[src/rtl/mdf_pkg.sv]
`default_nettype none

package mdf_pkg;

  // Framing modes; the unused code behaves as pass-through.
  localparam logic [1:0] MODE_PASS   = 2'd0;
  localparam logic [1:0] MODE_LENGTH = 2'd1;
  localparam logic [1:0] MODE_DELIM  = 2'd2;

  // Configuration register indexes.
  localparam int unsigned CFG_IDX_W = 2;
  localparam logic [CFG_IDX_W-1:0] CFG_FRAMING_MODE = 2'd0;
  localparam logic [CFG_IDX_W-1:0] CFG_MAX_LENGTH   = 2'd1;

  localparam int unsigned LEN_W        = 31;
  localparam logic [LEN_W-1:0] MAX_LENGTH_RST = 31'h7FFF_FFFF;
  localparam int unsigned HEADER_BYTES_DEF = 4;

  // Delimiter bytes.
  localparam logic [7:0] CHAR_CR = 8'h0D;
  localparam logic [7:0] CHAR_LF = 8'h0A;

  // Results per input byte and rows in the result queue.
  localparam int unsigned MAX_RESULTS = 4;
  localparam int unsigned RES_CNT_W   = 3;
  localparam int unsigned FIFO_ROWS   = 4;

  typedef struct packed {
    logic [7:0] out_byte;
    logic       byte_valid;
    logic       message_end;
    logic       length_error;
  } res_t;

  // All results caused by one input byte, in delivery order.
  typedef struct packed {
    res_t [MAX_RESULTS-1:0]  items;
    logic [RES_CNT_W-1:0]    n;
  } row_t;

  // Byte of the CR LF CR LF delimiter at a given position.
  function automatic logic [7:0] delim_byte(input logic [1:0] pos);
    delim_byte = pos[0] ? CHAR_LF : CHAR_CR;
  endfunction

endpackage

`default_nettype wire

[src/rtl/mdf_ifs.sv]
`default_nettype none

// Input byte channel.
interface mdf_in_if;
  logic       valid;
  logic       ready;
  logic [7:0] in_byte;

  modport source (output valid, output in_byte, input ready);
  modport sink   (input valid, input in_byte, output ready);
endinterface

// Result channel.
interface mdf_out_if;
  logic       valid;
  logic       ready;
  logic [7:0] out_byte;
  logic       byte_valid;
  logic       message_end;
  logic       length_error;

  modport source (output valid, output out_byte, output byte_valid,
                  output message_end, output length_error, input ready);
  modport sink   (input valid, input out_byte, input byte_valid,
                  input message_end, input length_error, output ready);
endinterface

// Configuration write channel.
interface mdf_cfg_if;
  logic        valid;
  logic        ready;
  logic [1:0]  index;
  logic [30:0] data;

  modport source (output valid, output index, output data, input ready);
  modport sink   (input valid, input index, input data, output ready);
endinterface

`default_nettype wire

[src/rtl/message_deframer_unit.sv]
// Channel   Direction  Payload
// in_ch     sink       in_byte[7:0]
// out_ch    source     out_byte[7:0], byte_valid, message_end, length_error
// cfg_ch    sink       index[1:0], data[30:0] (0 framing_mode, 1 max_length)
//
// One byte is accepted per cycle while in_ch.ready is high; it is processed the cycle
// after its transfer and its results are queued as one row in a four-row result queue.
// Results leave one per cycle while out_ch.ready is high, after the input register
// and the queue; a byte releasing several held bytes gives a result for each of them.
// in_ch.ready drops only when the result queue cannot take two more rows.
// Synchronous active-low reset empties the queue and clears all framing state.
`default_nettype none

module message_deframer_unit #(
  parameter int unsigned HEADER_BYTES = mdf_pkg::HEADER_BYTES_DEF
) (
  input  wire logic  clk,
  input  wire logic  rst_n,
  mdf_in_if.sink     in_ch,
  mdf_out_if.source  out_ch,
  mdf_cfg_if.sink    cfg_ch
);
  import mdf_pkg::*;

  localparam int unsigned HDR_CNT_W = $clog2(HEADER_BYTES + 1);
  localparam int unsigned PTR_W     = $clog2(FIFO_ROWS);
  localparam int unsigned FCNT_W    = $clog2(FIFO_ROWS + 1);
  localparam int unsigned SUB_W     = $clog2(MAX_RESULTS);

  // Configuration registers.
  logic [1:0]           mode_r;
  logic [LEN_W-1:0]     max_len_r;

  // Framing state.
  logic [HDR_CNT_W-1:0] hdr_cnt_r, hdr_cnt_nxt;
  logic [31:0]          hdr_val_r, hdr_val_nxt;
  logic [LEN_W-1:0]     rem_r, rem_nxt;
  logic                 in_pay_r, in_pay_nxt;
  logic [1:0]           dm_r, dm_nxt;

  // Input register.
  logic                 s1_valid_r;
  logic [7:0]           s1_byte_r;

  // Result queue.
  row_t                 rows_r [FIFO_ROWS];
  logic [PTR_W-1:0]     rd_ptr_r, wr_ptr_r;
  logic [FCNT_W-1:0]    cnt_r, cnt_nxt;
  logic [SUB_W-1:0]     sub_r;

  row_t                 row_new;
  row_t                 head;
  res_t                 head_item;
  logic                 in_xfer, out_xfer, push, pop;
  logic [31:0]          hv_add;
  logic [HDR_CNT_W-1:0] cnt_inc;
  logic [LEN_W-1:0]     rem_dec;

  // Room for the row of the byte in the input register plus one more.
  assign in_ch.ready  = ({1'b0, cnt_r} + {{FCNT_W{1'b0}}, s1_valid_r})
                        <= (FCNT_W + 1)'(FIFO_ROWS - 1);
  assign cfg_ch.ready = 1'b1;
  assign in_xfer      = in_ch.valid && in_ch.ready;

  // Configuration writes.
  always_ff @(posedge clk) begin
    if (!rst_n) begin
      mode_r    <= MODE_PASS;
      max_len_r <= MAX_LENGTH_RST;
    end else if (cfg_ch.valid) begin
      case (cfg_ch.index)
        CFG_FRAMING_MODE: mode_r    <= cfg_ch.data[1:0];
        CFG_MAX_LENGTH:   max_len_r <= cfg_ch.data;
        default: ;
      endcase
    end
  end

  // Input register.
  always_ff @(posedge clk) begin
    if (!rst_n) begin
      s1_valid_r <= 1'b0;
    end else begin
      s1_valid_r <= in_xfer;
    end
    if (in_xfer) begin
      s1_byte_r <= in_ch.in_byte;
    end
  end

  // Header byte merged into the assembled length.
  always_comb begin
    hv_add = hdr_val_r;
    for (int i = 0; i < 4; i++) begin
      if (32'(hdr_cnt_r) == 32'(i)) begin
        hv_add[8*i +: 8] = hdr_val_r[8*i +: 8] | s1_byte_r;
      end
    end
  end

  assign cnt_inc = hdr_cnt_r + 1'b1;
  assign rem_dec = rem_r - 1'b1;

  // Framing logic for the byte in the input register.
  always_comb begin
    hdr_cnt_nxt = hdr_cnt_r;
    hdr_val_nxt = hdr_val_r;
    rem_nxt     = rem_r;
    in_pay_nxt  = in_pay_r;
    dm_nxt      = dm_r;
    row_new     = '0;

    case (mode_r)
      MODE_LENGTH: begin
        if (in_pay_r) begin
          row_new.items[0].out_byte   = s1_byte_r;
          row_new.items[0].byte_valid = 1'b1;
          row_new.n                   = RES_CNT_W'(1);
          rem_nxt                     = rem_dec;
          if (rem_dec == '0) begin
            in_pay_nxt                   = 1'b0;
            row_new.items[1].message_end = 1'b1;
            row_new.n                    = RES_CNT_W'(2);
          end
        end else if (cnt_inc < HDR_CNT_W'(HEADER_BYTES)) begin
          hdr_cnt_nxt = cnt_inc;
          hdr_val_nxt = hv_add;
        end else begin
          hdr_cnt_nxt = '0;
          hdr_val_nxt = '0;
          if (hv_add > {1'b0, max_len_r}) begin
            row_new.items[0].length_error = 1'b1;
            row_new.n                     = RES_CNT_W'(1);
          end else if (hv_add == '0) begin
            row_new.items[0].message_end = 1'b1;
            row_new.n                    = RES_CNT_W'(1);
          end else begin
            rem_nxt    = hv_add[LEN_W-1:0];
            in_pay_nxt = 1'b1;
          end
        end
      end
      MODE_DELIM: begin
        if (s1_byte_r == delim_byte(dm_r)) begin
          if (dm_r == 2'd3) begin
            row_new.items[0].message_end = 1'b1;
            row_new.n                    = RES_CNT_W'(1);
            dm_nxt                       = '0;
          end else begin
            dm_nxt = dm_r + 1'b1;
          end
        end else begin
          // Held delimiter bytes are released; a CR may start a new match.
          for (int i = 0; i < 3; i++) begin
            if (32'(dm_r) > 32'(i)) begin
              row_new.items[i].out_byte   = delim_byte(2'(i));
              row_new.items[i].byte_valid = 1'b1;
            end
          end
          if (s1_byte_r == CHAR_CR) begin
            row_new.n = RES_CNT_W'(dm_r);
            dm_nxt    = 2'd1;
          end else begin
            row_new.items[dm_r].out_byte   = s1_byte_r;
            row_new.items[dm_r].byte_valid = 1'b1;
            row_new.n                      = RES_CNT_W'(dm_r) + 1'b1;
            dm_nxt                         = '0;
          end
        end
      end
      default: begin
        row_new.items[0].out_byte   = s1_byte_r;
        row_new.items[0].byte_valid = 1'b1;
        row_new.n                   = RES_CNT_W'(1);
      end
    endcase
  end

  // Framing state registers.
  always_ff @(posedge clk) begin
    if (!rst_n) begin
      hdr_cnt_r <= '0;
      hdr_val_r <= '0;
      rem_r     <= '0;
      in_pay_r  <= 1'b0;
      dm_r      <= '0;
    end else if (s1_valid_r) begin
      hdr_cnt_r <= hdr_cnt_nxt;
      hdr_val_r <= hdr_val_nxt;
      rem_r     <= rem_nxt;
      in_pay_r  <= in_pay_nxt;
      dm_r      <= dm_nxt;
    end
  end

  // Result queue output side.
  assign head      = rows_r[rd_ptr_r];
  assign head_item = head.items[sub_r];
  assign push      = s1_valid_r && (row_new.n != '0);
  assign out_xfer  = out_ch.valid && out_ch.ready;
  assign pop       = out_xfer && ((RES_CNT_W'(sub_r) + 1'b1) == head.n);

  assign out_ch.valid        = (cnt_r != '0);
  assign out_ch.out_byte     = head_item.out_byte;
  assign out_ch.byte_valid   = head_item.byte_valid;
  assign out_ch.message_end  = head_item.message_end;
  assign out_ch.length_error = head_item.length_error;

  always_comb begin
    cnt_nxt = cnt_r;
    if (push && !pop) begin
      cnt_nxt = cnt_r + 1'b1;
    end else if (pop && !push) begin
      cnt_nxt = cnt_r - 1'b1;
    end
  end

  // Queue pointers and row storage.
  always_ff @(posedge clk) begin
    if (!rst_n) begin
      rd_ptr_r <= '0;
      wr_ptr_r <= '0;
      cnt_r    <= '0;
      sub_r    <= '0;
    end else begin
      cnt_r <= cnt_nxt;
      if (push) begin
        wr_ptr_r <= wr_ptr_r + 1'b1;
      end
      if (pop) begin
        rd_ptr_r <= rd_ptr_r + 1'b1;
        sub_r    <= '0;
      end else if (out_xfer) begin
        sub_r <= sub_r + 1'b1;
      end
    end
    if (push) begin
      rows_r[wr_ptr_r] <= row_new;
    end
  end

endmodule

`default_nettype wire

[src/flat_wrapper.sv]
// flat-port wrapper written by rule: the top's interface ports become plain ports
module message_deframer_unit_flat import mdf_pkg::*;
#(
  parameter int unsigned HEADER_BYTES = mdf_pkg::HEADER_BYTES_DEF
)
  (clk, rst_n, in_ch_valid, in_ch_in_byte, in_ch_ready, out_ch_valid, out_ch_out_byte, out_ch_byte_valid, out_ch_message_end, out_ch_length_error, out_ch_ready, cfg_ch_valid, cfg_ch_index, cfg_ch_data, cfg_ch_ready);
  mdf_in_if in_ch_i ();
  mdf_out_if out_ch_i ();
  mdf_cfg_if cfg_ch_i ();
  input  wire logic clk;
  input  wire logic rst_n;
  input wire logic [$bits(in_ch_i.valid)-1:0] in_ch_valid;
  input wire logic [$bits(in_ch_i.in_byte)-1:0] in_ch_in_byte;
  output wire logic [$bits(in_ch_i.ready)-1:0] in_ch_ready;
  output wire logic [$bits(out_ch_i.valid)-1:0] out_ch_valid;
  output wire logic [$bits(out_ch_i.out_byte)-1:0] out_ch_out_byte;
  output wire logic [$bits(out_ch_i.byte_valid)-1:0] out_ch_byte_valid;
  output wire logic [$bits(out_ch_i.message_end)-1:0] out_ch_message_end;
  output wire logic [$bits(out_ch_i.length_error)-1:0] out_ch_length_error;
  input wire logic [$bits(out_ch_i.ready)-1:0] out_ch_ready;
  input wire logic [$bits(cfg_ch_i.valid)-1:0] cfg_ch_valid;
  input wire logic [$bits(cfg_ch_i.index)-1:0] cfg_ch_index;
  input wire logic [$bits(cfg_ch_i.data)-1:0] cfg_ch_data;
  output wire logic [$bits(cfg_ch_i.ready)-1:0] cfg_ch_ready;
  assign in_ch_i.valid = in_ch_valid;
  assign in_ch_i.in_byte = in_ch_in_byte;
  assign in_ch_ready = in_ch_i.ready;
  assign out_ch_valid = out_ch_i.valid;
  assign out_ch_out_byte = out_ch_i.out_byte;
  assign out_ch_byte_valid = out_ch_i.byte_valid;
  assign out_ch_message_end = out_ch_i.message_end;
  assign out_ch_length_error = out_ch_i.length_error;
  assign out_ch_i.ready = out_ch_ready;
  assign cfg_ch_i.valid = cfg_ch_valid;
  assign cfg_ch_i.index = cfg_ch_index;
  assign cfg_ch_i.data = cfg_ch_data;
  assign cfg_ch_ready = cfg_ch_i.ready;
  message_deframer_unit #(.HEADER_BYTES(HEADER_BYTES)) u_core (.clk(clk), .rst_n(rst_n), .in_ch(in_ch_i), .out_ch(out_ch_i), .cfg_ch(cfg_ch_i));
endmodule
[config.mk]
export PLATFORM = sky130hd
export DESIGN_NAME = message_deframer_unit_flat
export DESIGN_NICKNAME = d
export VERILOG_FILES = /design/src/rtl/mdf_pkg.sv /design/src/rtl/mdf_ifs.sv /design/src/rtl/message_deframer_unit.sv /design/src/flat_wrapper.sv
export SDC_FILE = /design/constraint.sdc
export NUM_CORES = 1
export LEC_CHECK = 0
export ABC_AREA = 0
export BUFFER_PORTS_ARGS = -buffer_cell sky130_fd_sc_hd__buf_2
export CORE_MARGIN = 3
export CORE_UTILIZATION = 62
export DETAILED_ROUTE_END_ITERATION = 8
export GPL_TIMING_DRIVEN = 0
export PLACE_DENSITY = 0.81
export SLEW_MARGIN = 20
export SYNTH_ARGS = -nofsm -noshare
export SYNTH_HDL_FRONTEND = slang
export SYNTH_SLANG_ARGS = --single-unit
[constraint.sdc]
create_clock -name clk -period 5.7 [get_ports clk]
set_input_delay 0.855 -clock clk [delete_from_list [all_inputs] [get_ports clk]]
set_output_delay 0.855 -clock clk [all_outputs]
set_load 0.1 [all_outputs]
# After elaboration in Yosys (flattened, before gate mapping)
# Memory sizes are Yosys's and may differ from the RTL's. A register that Yosys moved wholly into a read port is not among the register bits.
# Cells that the tools add are included.
# word_totals
mem_bits_rw	188
memories	1
inputBits	46
word_cells	144
register_bits	120
# memory_table
name	words	width	rd	rd_clocked_by_memory_dff	wr	line_no	source
u_core.rows_r	4	47	1	1	1	message_deframer_unit.sv:46	row_t rows_r [FIFO_ROWS];
# classes
muxes	68
n_reduce_logical	23
n_bitwise	6
add_sub_neg	11
order_cmp	9
n_eq_ne	13
# ops
cell	n
31-bit two-way mux	5
44-bit bitwise mux	2
9-bit two-way mux	7
11-bit demux with 2-bit select	2
44-bit two-way mux	1
42-bit two-way mux	1
32-bit by 31-bit greater-than comparator with 1-bit output	1
32-bit zero test	1
32-bit two-way mux	1
8-bit two-way mux	4
8-bit bitwise OR	4
31-bit zero test	1
31-bit by 1-bit subtractor with 31-bit output, second input constant	1
3-bit two-way mux	9
11-bit binary-select mux with 2-bit select	1
11-bit two-way mux	2
5-bit two-way mux	4
1-bit two-way mux	19
9-bit one-hot mux with 2 select lines	1
2-bit two-way mux	6
2-bit by 1-bit adder with 2-bit output, second input constant	4
8-bit by 4-bit == test with 1-bit output, second input constant	1
8-bit == test	1
2-bit AND reduction	4
other kinds (29)	47

# Depth between registers and ports, before layout
# depth
word_depth	14
ltp_mapped	18
ltp_nobuf	17

# Least setup slack after synthesis
# No wires, ideal clock.
# synth_path
path_kind	reg-to-output
from	register with a tool-made name
to	output out_ch_length_error
slack_ps	929
stages_incl_launch_ff	6
n_path_buf	3
t_arrival_ps	3916
cell_sequence	dfxtp_1 -> clkbuf_1 -> buf_1 -> buf_2 -> mux4_2 -> nor3b_1
# synth_rtl
element	line_no	source
to (decl)	flat_wrapper.sv:19	output wire logic [$bits(out_ch_i.length_error)-1:0] out_ch_length_error;

# Worst setup path after layout
# layout_path
from	register u_core.hdr_cnt_r[0]
to	register u_core.cnt_r[2]
# layout_between
elab_chain_cells	13
elab_cells_between_ends	24
# layout_rtl
element	line_no	source
from (decl)	message_deframer_unit.sv:35	logic [HDR_CNT_W-1:0] hdr_cnt_r, hdr_cnt_nxt;
from (signal assigned)	message_deframer_unit.sv:188	hdr_cnt_r <= hdr_cnt_nxt;
branches (longest 5 deep; another with 32-bit by 31-bit greater-than comparator with 1-bit output)	--	
5-bit two-way mux *	message_deframer_unit.sv:125	end else if (cnt_inc < HDR_CNT_W'(HEADER_BYTES)) begin
3-bit two-way mux *	message_deframer_unit.sv:115	if (in_pay_r) begin
3-bit one-hot mux with 2 select lines *	message_deframer_unit.sv:113	case (mode_r)
3-bit nonzero test *	message_deframer_unit.sv:199	assign push = s1_valid_r && (row_new.n != '0);
1-bit logical AND *	message_deframer_unit.sv:199	
via u_core.push	message_deframer_unit.sv:54	logic in_xfer, out_xfer, push, pop;
1-bit zero test	message_deframer_unit.sv:213	end else if (pop && !push) begin
1-bit logical AND	message_deframer_unit.sv:213	
2-bit nonzero test (no line)	--	
to (signal assigned)	message_deframer_unit.sv:226	cnt_r <= cnt_nxt;
to (decl)	message_deframer_unit.sv:48	logic [FCNT_W-1:0] cnt_r, cnt_nxt;
# Mark *: on every way through the listed nets, which the timed path passes.
# A chain may end at the register's enable or synchronous reset.

==> key figures <==
Cells and area
  • Layout cells sized above 1: 0.159
  • Post-route cell area: around 15000 sq um
  • Fin util: 0.719
  • Layout area overhead: 12.5%
  • Final nets: about 1300
  • Most common cell after layout, fill and taps aside: edfxtp_1
  • Most frequent cells in the layout: edfxtp_1, dfxtp_1, nand2_1
  • Post-Layout Cell Count: 1531
  • Diodes inserted: 0

Routing
  • Antenna Violating Nets Remaining: 0
  • Routed wire length: 35200 microns
  • DRC: 0
  • DR iter-0 viols: 1127
  • Via count: 10070
  • Vias per inst: 6.58
  • DR pass1 iterations: 5
  • Wirelength per Cell: 23.0 microns

Worst setup path
  • Max Fanout on Critical Path: 10
  • CP Capture Type: register
  • FF-to-FF Start: u_core.hdr_cnt_r[0]$_SDFFE_PN0P_
  • CP required: 6.19 ns
  • Crit Path Category: reg2reg
  • Setup crit start kind: register
  • CP startpoint: u_core.hdr_cnt_r[0]$_SDFFE_PN0P_
  • CP arrival: about 5.8 ns

Synth
  • Distinct cells, synth: 75
  • Yosys top cell area share: 0.389
  • Post-synthesis sequential area ratio: 0.555
  • Synth area leaders: edfxtp_1, dfxtp_1, mux4_2
  • Top FF cell, synth: edfxtp_1
  • Syn Nets: 1239
  • Cell area after synthesis: 13600 sq um
  • Cell taking the most area after synthesis: edfxtp_1
  • Post-synth ARST share: 0
  • FF+latch count, synth: 289
  • Synthesized instance count: 1142
  • Synth warn: 0
  • Post-synth EDFFs: 176
  • Mapped Avg Cell Area: approximately 12 sq um

Die
  • Die ar.: between 20000 and 25000 sq um
  • Core area: roughly 21000 sq um
  • Site Rows: 53
  • Initial core utilization: 0.639
  • I/O Pins: 60
  • Die Ht: 154 microns
  • Die width: 154 microns

Timing
  • Setup TNS: 0 ns
  • Unrepaired setup endpoints after global routing: false
  • Rel. slew slack: 0.300
  • Final worst setup slack: 0.367 ns
  • Fin crit period: 5.33 ns
  • Final setup fails: 0
  • Peak Freq: 187 MHz
  • Setup Skew: 0.0140 ns
  • Final clock period utilization by the worst path: 0.936
  • Final Max Slew Viols: 0
  • Slew @ Worst Pin: about 1.0 ns
  • Final Hold Fails: 0

Clocking
  • CTS buffer count: 29
  • Clock Sinks: 289
  • Postcts setup bufs: 0
  • Clk root buf: clkbuf_16
  • Reg clk slew, reported paths: 0.06 ns
  • Cts hold-fix bufs: 0
  • CTS resizes: 0
  • CTS Buffer Depth: 3
  • Clock latency on the worst-skew pair: approximately 0.57 ns
  • CTS H-tree depth: 1
  • CTS tree: built

Worst hold path
  • Hold path start: in_ch_in_byte[7]
  • Worst hold path class: in2reg

Placed design
  • Post-detail-place hpwl: 24500 microns
  • Dpl ws: 0.531 ns
  • Cells after DPL: roughly 1500
  • Buffers on Ports: 57
  • Placer Congestion: 0.974
  • Placed inst area: 14300 sq um

Outcome
  • Status: complete, no violations

Power
  • Power Dens Cells: around 320 nW/um^2
  • Worst vdd ir: 0.321 mV
  • Leak pwr: 0.00590 uW

GRT
  • Vias in the first global route: 9916
  • Largest net degree at the start of global routing: 28
  • Initial antenna violation count: 0
  • Global-route wire length before repair: 54900 microns
  • Tot GR Track Use: 0.294
  • GRT Residual Overflow: 0

Run
  • Max Cap Viol: 0
-- cell families (layout without fill, tap and decap cells) --
family                     after synthesis  after routing  synth area share
AOI/OAI and AO/OA                      231            231             0.118
xor gates and xnor gates                16             16            0.0103
adders and majority gates               51             51            0.0475
buffers and inverters                  130            244            0.0373
DFF                                    289            289             0.555
muxes                                   63             63            0.0934
other                                    1              1          0.000276
and+or+nand+nor                        361            361             0.138
-- layer usage --
layer | vias to the layer above | part of all wire | GRT usage
li1 | 4526 | - | -
met1 | 4874 | 0.38 | 0.377
met2 | 544 | 0.49 | 0.492
met3 | 126 | 0.076 | 0.0428
met4 | 0 | 0.055 | 0.143
met5 | - | 0 | 0
-- worst paths after layout --
check	to	cells past startpoint	slack (ns)
worst min register to register	u_core.hdr_val_r[17]$_SDFFE_PN0P_	2	0.49
worst max register to register	u_core.cnt_r[2]$_SDFFE_PN0P_	17	0.37
worst max-delay path	u_core.cnt_r[2]$_SDFFE_PN0P_	17	0.37
worst min-delay path	u_core.s1_byte_r[7]$_DFFE_PP_	1	0.47
-- synthesized netlist by cell type (all sizes together), types with 3 or more instances --
| cell type | n |
|---|---|
| nor3b | 3 |
| o21ai | 27 |
| and3 | 23 |
| edfxtp | 176 |
| buf | 13 |
| clkbuf | 58 |
| nand2 | 100 |
| nand3 | 24 |
| o41ai | 5 |
| xnor2 | 6 |
| ha | 50 |
| and2 | 16 |
| a21oi | 56 |
| a32o | 18 |
| a41oi | 3 |
| or2 | 8 |
| mux2i | 11 |
| nor4b | 3 |
| dfxtp | 113 |
| nor3 | 26 |
| a221oi | 3 |
| a211oi | 3 |
| or4 | 14 |
| o22ai | 3 |
| nor4 | 22 |
| inv | 58 |
| a22o | 4 |
| o211ai | 38 |
| nand4 | 16 |
| a21o | 28 |
| nor2 | 67 |
| nor2b | 10 |
| nand3b | 5 |
| o31ai | 9 |
| or3 | 15 |
| mux4 | 51 |
| a31oi | 13 |
| o21a | 3 |
| xor2 | 10 |
-- worst max-delay path, cell delays in order (launching register included) --
cell      delay, ns
dfxtp_1        0.40
ha_1           0.24
clkbuf_1       0.41
clkbuf_1       0.45
a21o_1         0.29
ha_1           0.17
nand3_1        0.12
or4_1          0.59
o21a_1         0.22
a31oi_1        0.29
a21oi_2        0.18
a21oi_1        0.54
ha_1           0.30
inv_1          0.06
fa_1           0.37
xor2_1         0.18
or3_1          0.30
a21oi_1        0.14
-- registers in the layout, indices dropped and copies added (netlist names), 3 cells and up, named ones only --
register / count
u_core.s1_byte_r: 8
u_core.max_len_r: 31
u_core.cnt_r: 3
u_core.rows_r: 168
u_core.hdr_val_r: 32
u_core.rem_r: 31
-- layout make-up --
class                           instances  area [sq um]
Multi-Input combinational cell        723          5560
Buffer                                 71           288
Inverter                               59           221
Timing Repair Buffer                   61           373
Fill cell                            1447          5990
Clock inverter                         17           184
Sequential cell                       289          7550
Clock buffer                           36           782
Tap cell                              275           344
-- metrics by stage --
| step | hold slack [ns] | total power, uW |
|---|---|---|
| 2_1_floorplan | 0.438 | 2900 |
| 3_3_place_gp | 0.449 | 3050 |
| 3_5_place_dp | 0.468 | 3080 |
| 4_1_cts | 0.449 | 4980 |
| 5_1_grt | 0.453 | 5110 |
| 6_report | 0.466 | 4960 |
-- power breakdown --
group	switching (uW)	internal, uW	leakage [uW]
logic	505	211	0.00293
registers	40.1	2280	0.00250
clock network	817	1110	0.000471
total	1360	3600	0.00590
No activity file was read; power rests on OpenSTA's default activity.
